===== src/jccs_pkg.sv =====
// ----------------------------------------------------------------------------
// jccs_pkg
// Shared types, character codes and helpers for the JSON5 comment and
// trailing-comma stripper.
// ----------------------------------------------------------------------------
package jccs_pkg;

	localparam int WS_HOLD_DEPTH = 32;
	localparam int QUEUE_DEPTH   = 4;
	localparam int QAW           = $clog2(QUEUE_DEPTH);

	localparam logic [7:0] CH_QUOTE    = 8'h22;
	localparam logic [7:0] CH_BSLASH   = 8'h5C;
	localparam logic [7:0] CH_SLASH    = 8'h2F;
	localparam logic [7:0] CH_STAR     = 8'h2A;
	localparam logic [7:0] CH_COMMA    = 8'h2C;
	localparam logic [7:0] CH_RBRACKET = 8'h5D;
	localparam logic [7:0] CH_RBRACE   = 8'h7D;
	localparam logic [7:0] CH_SPACE    = 8'h20;
	localparam logic [7:0] CH_TAB      = 8'h09;
	localparam logic [7:0] CH_LF       = 8'h0A;
	localparam logic [7:0] CH_CR       = 8'h0D;

	// one operation handed from the front part to the back part
	typedef struct packed {
		logic [7:0] data;
		logic       has_byte;
		logic       emit_comma;
		logic       flush;
		logic       emit_byte;
		logic       hold;
		logic       ovf;
		logic       run_last;
		logic       text_done;
	} jccs_op_t;

	// effect of one byte on the trailing-comma logic
	typedef struct packed {
		logic emit_comma;
		logic flush;
		logic emit_byte;
		logic hold;
		logic ovf;
		logic pend;
		logic clr;
	} comma_res_t;

	function automatic logic is_ws(input logic [7:0] b);
		return (b == CH_SPACE) || (b == CH_TAB) || (b == CH_LF) || (b == CH_CR);
	endfunction

	function automatic comma_res_t comma_step(input logic pend, input logic full,
			input logic [7:0] b);
		comma_res_t r;
		r      = '0;
		r.pend = pend;
		if (pend) begin
			if ((b == CH_RBRACKET) || (b == CH_RBRACE)) begin
				r.flush     = 1'b1;
				r.emit_byte = 1'b1;
				r.pend      = 1'b0;
			end else if (is_ws(b)) begin
				if (!full) begin
					r.hold = 1'b1;
				end else begin
					r.ovf        = 1'b1;
					r.emit_comma = 1'b1;
					r.flush      = 1'b1;
					r.emit_byte  = 1'b1;
					r.pend       = 1'b0;
				end
			end else if (b == CH_COMMA) begin
				r.emit_comma = 1'b1;
				r.flush      = 1'b1;
			end else begin
				r.emit_comma = 1'b1;
				r.flush      = 1'b1;
				r.emit_byte  = 1'b1;
				r.pend       = 1'b0;
			end
		end else if (b == CH_COMMA) begin
			r.pend = 1'b1;
			r.clr  = 1'b1;
		end else begin
			r.emit_byte = 1'b1;
		end
		return r;
	endfunction

	function automatic jccs_op_t make_op(input comma_res_t r, input logic [7:0] b);
		jccs_op_t op;
		op            = '0;
		op.data       = b;
		op.has_byte   = 1'b1;
		op.emit_comma = r.emit_comma;
		op.flush      = r.flush;
		op.emit_byte  = r.emit_byte;
		op.hold       = r.hold;
		return op;
	endfunction

endpackage


===== src/jccs_queue.sv =====
// ----------------------------------------------------------------------------
// jccs_queue
// Small FIFO of operations between the front and back parts.
// ----------------------------------------------------------------------------
module jccs_queue (
	input  logic                clk,
	input  logic                arst_n,
	input  logic                push,
	input  jccs_pkg::jccs_op_t  op_in,
	output logic                full,
	input  logic                pop,
	output logic                valid,
	output jccs_pkg::jccs_op_t  op_out
);

	jccs_pkg::jccs_op_t slot_q [jccs_pkg::QUEUE_DEPTH];
	logic [jccs_pkg::QAW-1:0] wptr_q;
	logic [jccs_pkg::QAW-1:0] rptr_q;
	logic [jccs_pkg::QAW:0]   cnt_q;

	assign full   = (cnt_q == (jccs_pkg::QAW+1)'(jccs_pkg::QUEUE_DEPTH));
	assign valid  = (cnt_q != '0);
	assign op_out = slot_q[rptr_q];

	always_ff @(posedge clk or negedge arst_n) begin
		if (!arst_n) begin
			wptr_q <= '0;
			rptr_q <= '0;
			cnt_q  <= '0;
		end else begin
			if (push) begin
				wptr_q <= wptr_q + 1'b1;
			end
			if (pop) begin
				rptr_q <= rptr_q + 1'b1;
			end
			if (push && !pop) begin
				cnt_q <= cnt_q + 1'b1;
			end else if (pop && !push) begin
				cnt_q <= cnt_q - 1'b1;
			end
		end
	end

	always_ff @(posedge clk) begin
		if (push) begin
			slot_q[wptr_q] <= op_in;
		end
	end

endmodule


===== src/jccs_front.sv =====
// ----------------------------------------------------------------------------
// jccs_front
// Comment lexer and trailing-comma classifier; splits each input word into
// queue operations.
// ----------------------------------------------------------------------------
module jccs_front #(
	parameter int DEPTH = jccs_pkg::WS_HOLD_DEPTH
) (
	input  logic                clk,
	input  logic                arst_n,
	input  logic                s_tvalid,
	output logic                s_tready,
	input  logic [7:0]          s_tdata,
	input  logic                s_tlast,
	input  logic                q_full,
	output logic                q_push,
	output jccs_pkg::jccs_op_t  q_op
);

	localparam int CW = $clog2(DEPTH + 1);
	localparam int NSLOT = 5;

	typedef enum logic [2:0] {
		M_NORMAL,
		M_SLASH,
		M_LINE,
		M_BLOCK,
		M_BLOCK_STAR
	} lex_mode_t;

	lex_mode_t       mode_q;
	logic            instr_q;
	logic [7:0]      prev_q;
	logic            pend_q;
	logic [CW-1:0]   cnt_q;
	logic [2:0]      phase_q;

	lex_mode_t       mode_n;
	logic            instr_n;
	logic            c1_en, c2_en, c3_en, normal_en;
	jccs_pkg::comma_res_t r1, r2, r3;
	logic            p1, p2, p3;
	logic [CW-1:0]   n1, n2;
	jccs_pkg::jccs_op_t slot_op [NSLOT];
	logic [NSLOT-1:0] slot_v;
	logic [NSLOT-1:0] slot_prod;
	logic            later, step_ovf, found, more;
	logic [2:0]      sel;

	function automatic logic [CW-1:0] next_cnt(input jccs_pkg::comma_res_t r,
			input logic [CW-1:0] n);
		if (r.hold) begin
			return n + CW'(1);
		end else if (r.flush || r.clr) begin
			return '0;
		end
		return n;
	endfunction

	always_comb begin
		mode_n    = mode_q;
		instr_n   = instr_q;
		c1_en     = 1'b0;
		c2_en     = 1'b0;
		normal_en = 1'b0;
		unique case (mode_q)
			M_LINE: begin
				if (s_tdata == jccs_pkg::CH_LF) begin
					mode_n    = M_NORMAL;
					normal_en = 1'b1;
				end
			end
			M_BLOCK: begin
				if (s_tdata == jccs_pkg::CH_STAR) begin
					mode_n = M_BLOCK_STAR;
				end
			end
			M_BLOCK_STAR: begin
				if (s_tdata == jccs_pkg::CH_SLASH) begin
					mode_n = M_NORMAL;
				end else if (s_tdata != jccs_pkg::CH_STAR) begin
					mode_n = M_BLOCK;
				end
			end
			M_SLASH: begin
				if (s_tdata == jccs_pkg::CH_SLASH) begin
					mode_n = M_LINE;
				end else if (s_tdata == jccs_pkg::CH_STAR) begin
					mode_n = M_BLOCK;
				end else begin
					c1_en     = 1'b1;
					mode_n    = M_NORMAL;
					normal_en = 1'b1;
				end
			end
			default: begin
				mode_n    = M_NORMAL;
				normal_en = 1'b1;
			end
		endcase
		if (normal_en) begin
			if ((s_tdata == jccs_pkg::CH_QUOTE) && (prev_q != jccs_pkg::CH_BSLASH)) begin
				instr_n = ~instr_q;
				c2_en   = 1'b1;
			end else if (instr_q) begin
				c2_en = 1'b1;
			end else if (s_tdata == jccs_pkg::CH_SLASH) begin
				mode_n = M_SLASH;
			end else begin
				c2_en = 1'b1;
			end
		end

		// walk the comma logic through every byte this word releases
		r1 = c1_en ? jccs_pkg::comma_step(pend_q, cnt_q == CW'(DEPTH), jccs_pkg::CH_SLASH)
			: jccs_pkg::comma_res_t'('0);
		p1 = c1_en ? r1.pend : pend_q;
		n1 = c1_en ? next_cnt(r1, cnt_q) : cnt_q;
		r2 = c2_en ? jccs_pkg::comma_step(p1, n1 == CW'(DEPTH), s_tdata)
			: jccs_pkg::comma_res_t'('0);
		p2 = c2_en ? r2.pend : p1;
		n2 = c2_en ? next_cnt(r2, n1) : n1;
		c3_en = s_tlast && (mode_n == M_SLASH);
		r3 = c3_en ? jccs_pkg::comma_step(p2, n2 == CW'(DEPTH), jccs_pkg::CH_SLASH)
			: jccs_pkg::comma_res_t'('0);
		p3 = c3_en ? r3.pend : p2;

		slot_op[0] = jccs_pkg::make_op(r1, jccs_pkg::CH_SLASH);
		slot_op[1] = jccs_pkg::make_op(r2, s_tdata);
		slot_op[2] = jccs_pkg::make_op(r3, jccs_pkg::CH_SLASH);
		slot_op[3] = '0;
		slot_op[3].data       = jccs_pkg::CH_COMMA;
		slot_op[3].has_byte   = 1'b1;
		slot_op[3].emit_comma = 1'b1;
		slot_op[3].flush      = 1'b1;
		slot_op[4] = '0;
		slot_op[4].emit_byte  = 1'b1;

		slot_v[0] = c1_en;
		slot_v[1] = c2_en && (r2.emit_comma || r2.emit_byte || r2.hold);
		slot_v[2] = c3_en;
		slot_v[3] = s_tlast && p3;
		slot_prod[0] = c1_en;
		slot_prod[1] = c2_en && (r2.emit_comma || r2.emit_byte);
		slot_prod[2] = c3_en;
		slot_prod[3] = slot_v[3];
		slot_v[4]    = s_tlast && (slot_prod[3:0] == '0);
		slot_prod[4] = slot_v[4];

		step_ovf = r1.ovf || r2.ovf || r3.ovf;
		later    = 1'b0;
		for (int k = NSLOT - 1; k >= 0; k--) begin
			slot_op[k].ovf       = step_ovf;
			slot_op[k].run_last  = slot_prod[k] && !later;
			slot_op[k].text_done = slot_prod[k] && !later && s_tlast;
			later                = later || slot_prod[k];
		end

		found = 1'b0;
		more  = 1'b0;
		sel   = '0;
		for (int k = 0; k < NSLOT; k++) begin
			if (slot_v[k] && (3'(k) >= phase_q)) begin
				if (!found) begin
					sel   = 3'(k);
					found = 1'b1;
				end else begin
					more = 1'b1;
				end
			end
		end
	end

	assign q_op     = slot_op[sel];
	assign q_push   = s_tvalid && found && !q_full;
	assign s_tready = !found || (!q_full && !more);

	always_ff @(posedge clk or negedge arst_n) begin
		if (!arst_n) begin
			mode_q  <= M_NORMAL;
			instr_q <= 1'b0;
			prev_q  <= '0;
			pend_q  <= 1'b0;
			cnt_q   <= '0;
			phase_q <= '0;
		end else if (q_push && more) begin
			phase_q <= sel + 3'd1;
		end else if (s_tvalid && s_tready) begin
			phase_q <= '0;
			if (s_tlast) begin
				mode_q  <= M_NORMAL;
				instr_q <= 1'b0;
				prev_q  <= '0;
				pend_q  <= 1'b0;
				cnt_q   <= '0;
			end else begin
				mode_q  <= mode_n;
				instr_q <= instr_n;
				prev_q  <= s_tdata;
				pend_q  <= p2;
				cnt_q   <= n2;
			end
		end
	end

endmodule


===== src/jccs_back.sv =====
// ----------------------------------------------------------------------------
// jccs_back
// Executes queued operations: holds whitespace after a pending comma and
// streams commas, held bytes and plain bytes out through a registered port.
// ----------------------------------------------------------------------------
module jccs_back #(
	parameter int DEPTH = jccs_pkg::WS_HOLD_DEPTH
) (
	input  logic                clk,
	input  logic                arst_n,
	input  logic                q_valid,
	input  jccs_pkg::jccs_op_t  q_op,
	output logic                q_pop,
	output logic                m_tvalid,
	input  logic                m_tready,
	output logic [7:0]          m_tdata,   // out_byte
	output logic [2:0]          m_tuser,   // has_byte, text_done, ws_overflow
	output logic                m_tlast    // run_last
);

	localparam int CW = $clog2(DEPTH + 1);
	localparam int AW = (DEPTH > 1) ? $clog2(DEPTH) : 1;

	typedef enum logic [1:0] {
		ST_IDLE,
		ST_HELD,
		ST_BYTE
	} back_state_t;

	back_state_t        state_q, state_d;
	jccs_pkg::jccs_op_t cur_q;
	logic [CW-1:0]      hcnt_q, hcnt_d;
	logic [CW-1:0]      idx_q, idx_d;
	logic [7:0]         ws_mem [DEPTH];
	logic [7:0]         rd_q;
	logic               m_tvalid_q;
	logic [7:0]         m_tdata_q;
	logic [2:0]         m_tuser_q;
	logic               m_tlast_q;

	logic       ld_ok, ld, wr, cur_ld;
	logic [7:0] o_data;
	logic       o_has, o_last, o_done, o_ovf;

	always_comb begin
		ld_ok   = !m_tvalid_q || m_tready;
		q_pop   = 1'b0;
		wr      = 1'b0;
		ld      = 1'b0;
		cur_ld  = 1'b0;
		o_data  = '0;
		o_has   = 1'b1;
		o_last  = 1'b0;
		o_done  = 1'b0;
		o_ovf   = cur_q.ovf;
		state_d = state_q;
		hcnt_d  = hcnt_q;
		idx_d   = idx_q;
		unique case (state_q)
			ST_IDLE: begin
				if (q_valid) begin
					if (q_op.hold) begin
						q_pop  = 1'b1;
						wr     = 1'b1;
						hcnt_d = hcnt_q + CW'(1);
					end else if (q_op.emit_comma) begin
						if (ld_ok) begin
							q_pop  = 1'b1;
							cur_ld = 1'b1;
							ld     = 1'b1;
							o_data = jccs_pkg::CH_COMMA;
							o_ovf  = q_op.ovf;
							if (q_op.flush && (hcnt_q != '0)) begin
								state_d = ST_HELD;
							end else if (q_op.emit_byte) begin
								state_d = ST_BYTE;
							end else begin
								o_last = q_op.run_last;
								o_done = q_op.text_done;
							end
						end
					end else if (q_op.flush && (hcnt_q != '0)) begin
						q_pop   = 1'b1;
						cur_ld  = 1'b1;
						state_d = ST_HELD;
					end else if (ld_ok) begin
						q_pop  = 1'b1;
						ld     = 1'b1;
						o_data = q_op.data;
						o_has  = q_op.has_byte;
						o_last = q_op.run_last;
						o_done = q_op.text_done;
						o_ovf  = q_op.ovf;
					end
				end
			end
			ST_HELD: begin
				if (ld_ok) begin
					ld     = 1'b1;
					o_data = rd_q;
					if ((idx_q + CW'(1)) == hcnt_q) begin
						idx_d  = '0;
						hcnt_d = '0;
						if (cur_q.emit_byte) begin
							state_d = ST_BYTE;
						end else begin
							state_d = ST_IDLE;
							o_last  = cur_q.run_last;
							o_done  = cur_q.text_done;
						end
					end else begin
						idx_d = idx_q + CW'(1);
					end
				end
			end
			ST_BYTE: begin
				if (ld_ok) begin
					ld      = 1'b1;
					o_data  = cur_q.data;
					o_has   = cur_q.has_byte;
					o_last  = cur_q.run_last;
					o_done  = cur_q.text_done;
					state_d = ST_IDLE;
				end
			end
			default: begin
				state_d = ST_IDLE;
			end
		endcase
	end

	always_ff @(posedge clk or negedge arst_n) begin
		if (!arst_n) begin
			state_q    <= ST_IDLE;
			cur_q      <= '0;
			hcnt_q     <= '0;
			idx_q      <= '0;
			m_tvalid_q <= 1'b0;
			m_tdata_q  <= '0;
			m_tuser_q  <= '0;
			m_tlast_q  <= 1'b0;
		end else begin
			state_q <= state_d;
			hcnt_q  <= hcnt_d;
			idx_q   <= idx_d;
			if (cur_ld) begin
				cur_q <= q_op;
			end
			if (ld) begin
				m_tvalid_q <= 1'b1;
				m_tdata_q  <= o_data;
				m_tuser_q  <= {o_ovf, o_done, o_has};
				m_tlast_q  <= o_last;
			end else if (m_tready) begin
				m_tvalid_q <= 1'b0;
			end
		end
	end

	// whitespace store: read address tracks the next flush index
	always_ff @(posedge clk) begin
		if (wr) begin
			ws_mem[hcnt_q[AW-1:0]] <= q_op.data;
		end
		rd_q <= ws_mem[idx_d[AW-1:0]];
	end

	assign m_tvalid = m_tvalid_q;
	assign m_tdata  = m_tdata_q;
	assign m_tuser  = m_tuser_q;
	assign m_tlast  = m_tlast_q;

endmodule


===== src/json5_comment_comma_stripper.sv =====
// ----------------------------------------------------------------------------
// json5_comment_comma_stripper
// Streams JSON5 text in and strict JSON out, one byte per word.
// ----------------------------------------------------------------------------
// Comments outside strings are removed and a comma followed only by
// whitespace and a closing bracket or brace is dropped; up to WS_HOLD_DEPTH
// whitespace bytes after a comma are held, beyond that the comma is kept and
// ws_overflow is set on the words of that input byte. An input byte with
// s_tlast set flushes everything and ends with a word carrying text_done; if
// it releases nothing, one empty word (has_byte low) marks the end. The front
// part pushes one queue entry per cycle while the queue is not full; a byte
// that also releases a held slash, or ends the text, can need two entries and
// holds the input until both are pushed. The back part sends one output word
// per cycle from a four-entry queue while the output is ready; a flush sends
// the comma if kept, then the held whitespace from the local store one byte
// per cycle, then the byte that ended it if any, entering the held state first
// without a word when it starts with held bytes. Otherwise the input stalls
// only while the queue is full, behind such a flush or a stalled output.
module json5_comment_comma_stripper #(
	parameter int WS_HOLD_DEPTH = jccs_pkg::WS_HOLD_DEPTH
) (
	input  logic       clk,
	input  logic       arst_n,
	input  logic       s_tvalid,
	output logic       s_tready,
	input  logic [7:0] s_tdata,   // in_byte
	input  logic       s_tlast,   // end_of_text
	output logic       m_tvalid,
	input  logic       m_tready,
	output logic [7:0] m_tdata,   // out_byte
	output logic [2:0] m_tuser,   // has_byte, text_done, ws_overflow
	output logic       m_tlast    // run_last
);

	logic               q_push, q_full, q_pop, q_valid;
	jccs_pkg::jccs_op_t q_in, q_out;

	jccs_front #(
		.DEPTH(WS_HOLD_DEPTH)
	) u_front (
		.clk     (clk),
		.arst_n  (arst_n),
		.s_tvalid(s_tvalid),
		.s_tready(s_tready),
		.s_tdata (s_tdata),
		.s_tlast (s_tlast),
		.q_full  (q_full),
		.q_push  (q_push),
		.q_op    (q_in)
	);

	jccs_queue u_queue (
		.clk   (clk),
		.arst_n(arst_n),
		.push  (q_push),
		.op_in (q_in),
		.full  (q_full),
		.pop   (q_pop),
		.valid (q_valid),
		.op_out(q_out)
	);

	jccs_back #(
		.DEPTH(WS_HOLD_DEPTH)
	) u_back (
		.clk     (clk),
		.arst_n  (arst_n),
		.q_valid (q_valid),
		.q_op    (q_out),
		.q_pop   (q_pop),
		.m_tvalid(m_tvalid),
		.m_tready(m_tready),
		.m_tdata (m_tdata),
		.m_tuser (m_tuser),
		.m_tlast (m_tlast)
	);

endmodule


===== config.mk =====
export PLATFORM = sky130hd
export DESIGN_NAME = json5_comment_comma_stripper
export DESIGN_NICKNAME = d
export VERILOG_FILES = /design/src/jccs_pkg.sv /design/src/jccs_queue.sv /design/src/jccs_front.sv /design/src/jccs_back.sv /design/src/json5_comment_comma_stripper.sv
export SDC_FILE = /design/constraint.sdc
export NUM_CORES = 1
export LEC_CHECK = 0
export ABC_AREA = 1
export BUFFER_PORTS_ARGS = -buffer_cell sky130_fd_sc_hd__buf_4
export CAP_MARGIN = 20
export CORE_UTILIZATION = 49
export DETAILED_ROUTE_END_ITERATION = 16
export GPL_TIMING_DRIVEN = 0
export HOLD_SLACK_MARGIN = 0.03
export MAX_ROUTING_LAYER = met4
export PLACE_DENSITY_LB_ADDON = 0.08
export SYNTH_ARGS = -nofsm -noshare
export SYNTH_HDL_FRONTEND = slang
export SYNTH_SLANG_ARGS = --single-unit

===== constraint.sdc =====
create_clock -name clk -period 10.5 [get_ports clk]
set_clock_uncertainty 0.05 [all_clocks]
set_input_delay 1.05 -clock clk [delete_from_list [all_inputs] [get_ports clk]]
set_output_delay 1.05 -clock clk [all_outputs]
set_load 0.05 [all_outputs]

==> results.md <==
- Crit-path max FO: 9
- Worst R2R Start: u_front.mode_q[1]
- Hold Path Class: flip-flop to flip-flop
- Main combinational cell family by area after synthesis: simple AND/OR/NAND/NOR gates
- Number of synthesized register bits: 397
- Clock transition at the registers of the reported paths: 0.06 ns
- Max stage delay on crit path: about 0.35 ns
- Hold Crit Start: u_back.cur_q[10]
- Share of cells above drive strength 1: 12.0%
- RePlAce Congestion: approximately 0.92
- Worst Path Buf+Inv: 6
- Post-Syn Nets: 1865
- Skew-Pair Late Insertion Delay: 0.57 ns
- Synth warn: 0
- P_leak: 8.49 nW
- Post-synthesis mux area share: 0.115%
- Critical path class: input pin to primary output
- Max-cap viol count: 0
- Initial DRC count: 982
- Total GRT Usage: between 20% and 30%
- Peak supply drop: 242 uV
- Synth Area in Simple Gates: 25.0%
- Unique masters post-synth: 53
- PwrDens: 327 mW/mm^2
- Synth async-reset ratio: 17.4%
- Worst slew margin: a little over a third
- # setup viols final: 0
- Synth Area in Compound Gates: 4.73%
- Number of synthesized flops with an enable pin: 320
- Synthesized instance count: roughly 1800
- CTS Hold Bufs: 0
- Die height: a little under 200 um
- FP Rows: 70
- Adder-Cell Fraction of Synth Area: 1.33%
- CTS root buf: clkbuf_16
- Min-Delay Endpoint: u_back.cur_q[10]
- Num Clock Sinks: 397
- R2r endpoint: u_queue.cnt_q[2]
- Pwr Total: around 6.9 mW
- Setup crit end kind: primary output
- Xor/xnor share of the synthesized area: less than 1%
- Post-Syn Area: 0.0185 mm^2
- Commonest non-fill, non-tap cell in the layout: nand2_1
- Port bufs: 25
- TritonCTS clock tree: built
- Layout Nets: just under 2000
- Final hold vios: 0
- WP data arrival: 3.73 ns
- Data required time of the worst path: around 9.4 ns
- Drc violations: 0
- Avg Inst Size Synth: 10.1 um^2
- Vias in the first global route: 12800
- Most frequent CP cell: nand2_2
- FF-to-FF path depth: 24
- Routed wire length: 48200 um
- Hold path cells: 2
- Setup TNS: 0 ns
- CP top delay family: simple AND/OR/NAND/NOR gates
- Min Clock Period, post-route: slightly below 5 ns
- Mean number of vias per cell: between 5 and 6
- Post-placement setup slack: 5.53 ns
- Largest net degree at the start of global routing: 70
- Final WS setup: ~5.7 ns
- R2R setup slack: 6.22 ns
- Number of top-level pins: 27
- Worst Max-Slew Pin Slew: just under 1 ns
- Post-CTS sizing: 0
- Most frequent cells in the layout: nand2_1 (487), edfxtp_1 (320), nand3_1 (274), inv_1 (160), nor2_1 (126)
- Grt ovf: 0
- Sequential area share after synthesis: 62.2%
- H-Tree Depth: 2
- RSZ-0062 raised after global routing: false
- Crit path cell chain: buf_4 -> inv_1 -> nand2_2 -> nor2_4 -> nand2_2 -> nand4_2 -> inv_1 -> nor2_1 -> inv_1 -> ha_1 -> nand2_1 -> nor3_1 -> nand4_2 -> nand2_2 -> nand2_4 -> nand3_2 -> nand2_2 -> inv_2 -> nand2_4 -> nand3_4 -> nand2_4 -> buf_4
- Ys flop type: edfxtp_1
- Final period utilization: 46.0%
- DR vias: 13300
- Drt pass-1 iters: 7
- Initial antenna violation count: 1
- Final Slew Violations: 0
- Routed len/inst: 19.7 um
- Initial Utilization: 50.1%
- Post CTS Setup Buffer Count: 0
- Worst-case clock buffer depth: 3
- First-pass GRT wire length: 74400 um
- Status: finished clean
- Core area: 0.0369 mm^2
- CP startpoint kind: input pin
- Layout area overhead: 14.3%
- CTS buffer count: between 40 and 50
- Fillers: 3200
- Die width: 196 um
- Full die area: 0.0385 mm^2
- Fmax: ~0.21 GHz
- Post-route ant nets: 0
- HPWL after DPL: 33400 um
- Slowest-stage cell, CP: nor3_1
[stage by stage]
stage               util [%]  hold WS, ns  area [um^2]  cells
finish                  57.3        0.423        21100   2450
global route            57.3        0.446        21100   2450
CTS                     57.3        0.426        21100   2449
detailed placement      53.3        0.413        19600   2373
global placement        52.3        0.406        19300   2362
floorplan                  -        0.392        18500   1833
[cell usage after synthesis (all sizes together), types with 2 or more instances]
cell,count,area (um^2)
nand4,14,106
ha,18,225
nor2,138,553
nor3,17,101
xor2,7,61.3
nand3b,56,420
a41oi,4,35.0
a31oi,2,12.5
clkbuf,30,113
nor4,2,12.5
buf,52,394
o21ai,78,462
nand3,280,1450
edfxtp,320,9610
a21oi,30,154
o22ai,13,81.3
inv,170,638
a221oi,2,17.5
o211ai,2,15.0
o41ai,2,17.5
dfxtp,8,160
dfrtp,69,1730
a22oi,3,46.3
nand2,505,1970
[registers in the layout (all words and copies together), names as in the netlist, 6 cells and up]
name,cells
u_back.m_tdata,8
u_queue.slot_q,64
u_back.idx_q,6
u_back.hcnt_q,6
u_front.cnt_q,6
u_front.prev_q,8
u_back.ws_mem,256
u_back.rd_q,8
u_back.cur_q,13
[power breakdown]
group	switching, mW	total, mW	internal (mW)
Sequential	0.0942	2.25	2.16
Clock	0.619	1.59	0.967
Combinational	2.17	3.06	0.887
[worst reg2reg max path, stage by stage, from the launching register on]
cell	delay, ns
dfrtp_1	0.46
nor3_4	0.30
nand4_2	0.31
inv_1	0.18
nor2_1	0.10
inv_1	0.07
ha_1	0.14
nand2_1	0.07
nor3_1	0.35
nand4_2	0.17
nand2_2	0.10
nand2_4	0.07
nand3_2	0.09
nand2_2	0.06
inv_2	0.08
nand2_4	0.09
nand3_4	0.09
nand2_2	0.14
inv_1	0.14
ha_1	0.17
inv_1	0.07
fa_1	0.43
a21oi_1	0.14
o21ai_0	0.11
xor2_1	0.15
[cell type report]
type | count | area, um^2 | share of cell area, %
plain buffers | 82 | 507 | 2.40
inverters | 171 | 642 | 3.04
flip-flops and latches | 397 | 11500 | 54.4
clock buffers | 52 | 1170 | 5.55
well taps | 504 | 631 | 2.99
multi-input cells | 1183 | 5960 | 28.2
clock inverters | 24 | 304 | 1.44
diodes | 1 | 2.50 | 0.0118
repair buffers | 36 | 408 | 1.93
[per-layer routing]
| metal | wire length, um | vias to the layer above | share of wire, % | track usage, % |
|---|---|---|---|---|
| met5 | 0 | - | 0 | - |
| met4 | 1450 | 0 | 3.0 | 9.06 |
| met3 | 2480 | 93 | 5.1 | 3.49 |
| met2 | 23200 | 356 | 48 | 43.4 |
| met1 | 21000 | 6420 | 44 | 34.5 |
| li1 | - | 6398 | - | - |
[how the worst max path moves through the flow]
stage                     slack, ns                     to        from  cells after the start
after floorplan                6.26       u_queue.cnt_q[2]  s_tdata[4]                     27
after global placement         5.25  u_queue.slot_q[0][14]  s_tdata[2]                     22
after detailed placement       5.53       u_queue.cnt_q[2]  s_tdata[2]                     28
after CTS                      5.67               s_tready  s_tdata[2]                     21
after global routing           5.45               s_tready  s_tdata[7]                     21
final                          5.67               s_tready  s_tdata[6]                     22
[cells by family (layout without fill, tap and decap cells)]
family / after synthesis / count (layout)
xor+xnor: 8 / 8
simple gates: 1014 / 1014
mux: 2 / 2
buf+inv: 253 / 365
flops: 397 / 397
fa+ha+maj: 19 / 19
compound gates: 140 / 140
other cells: 0 / 1
No activity file was read; power rests on OpenSTA's default activity.
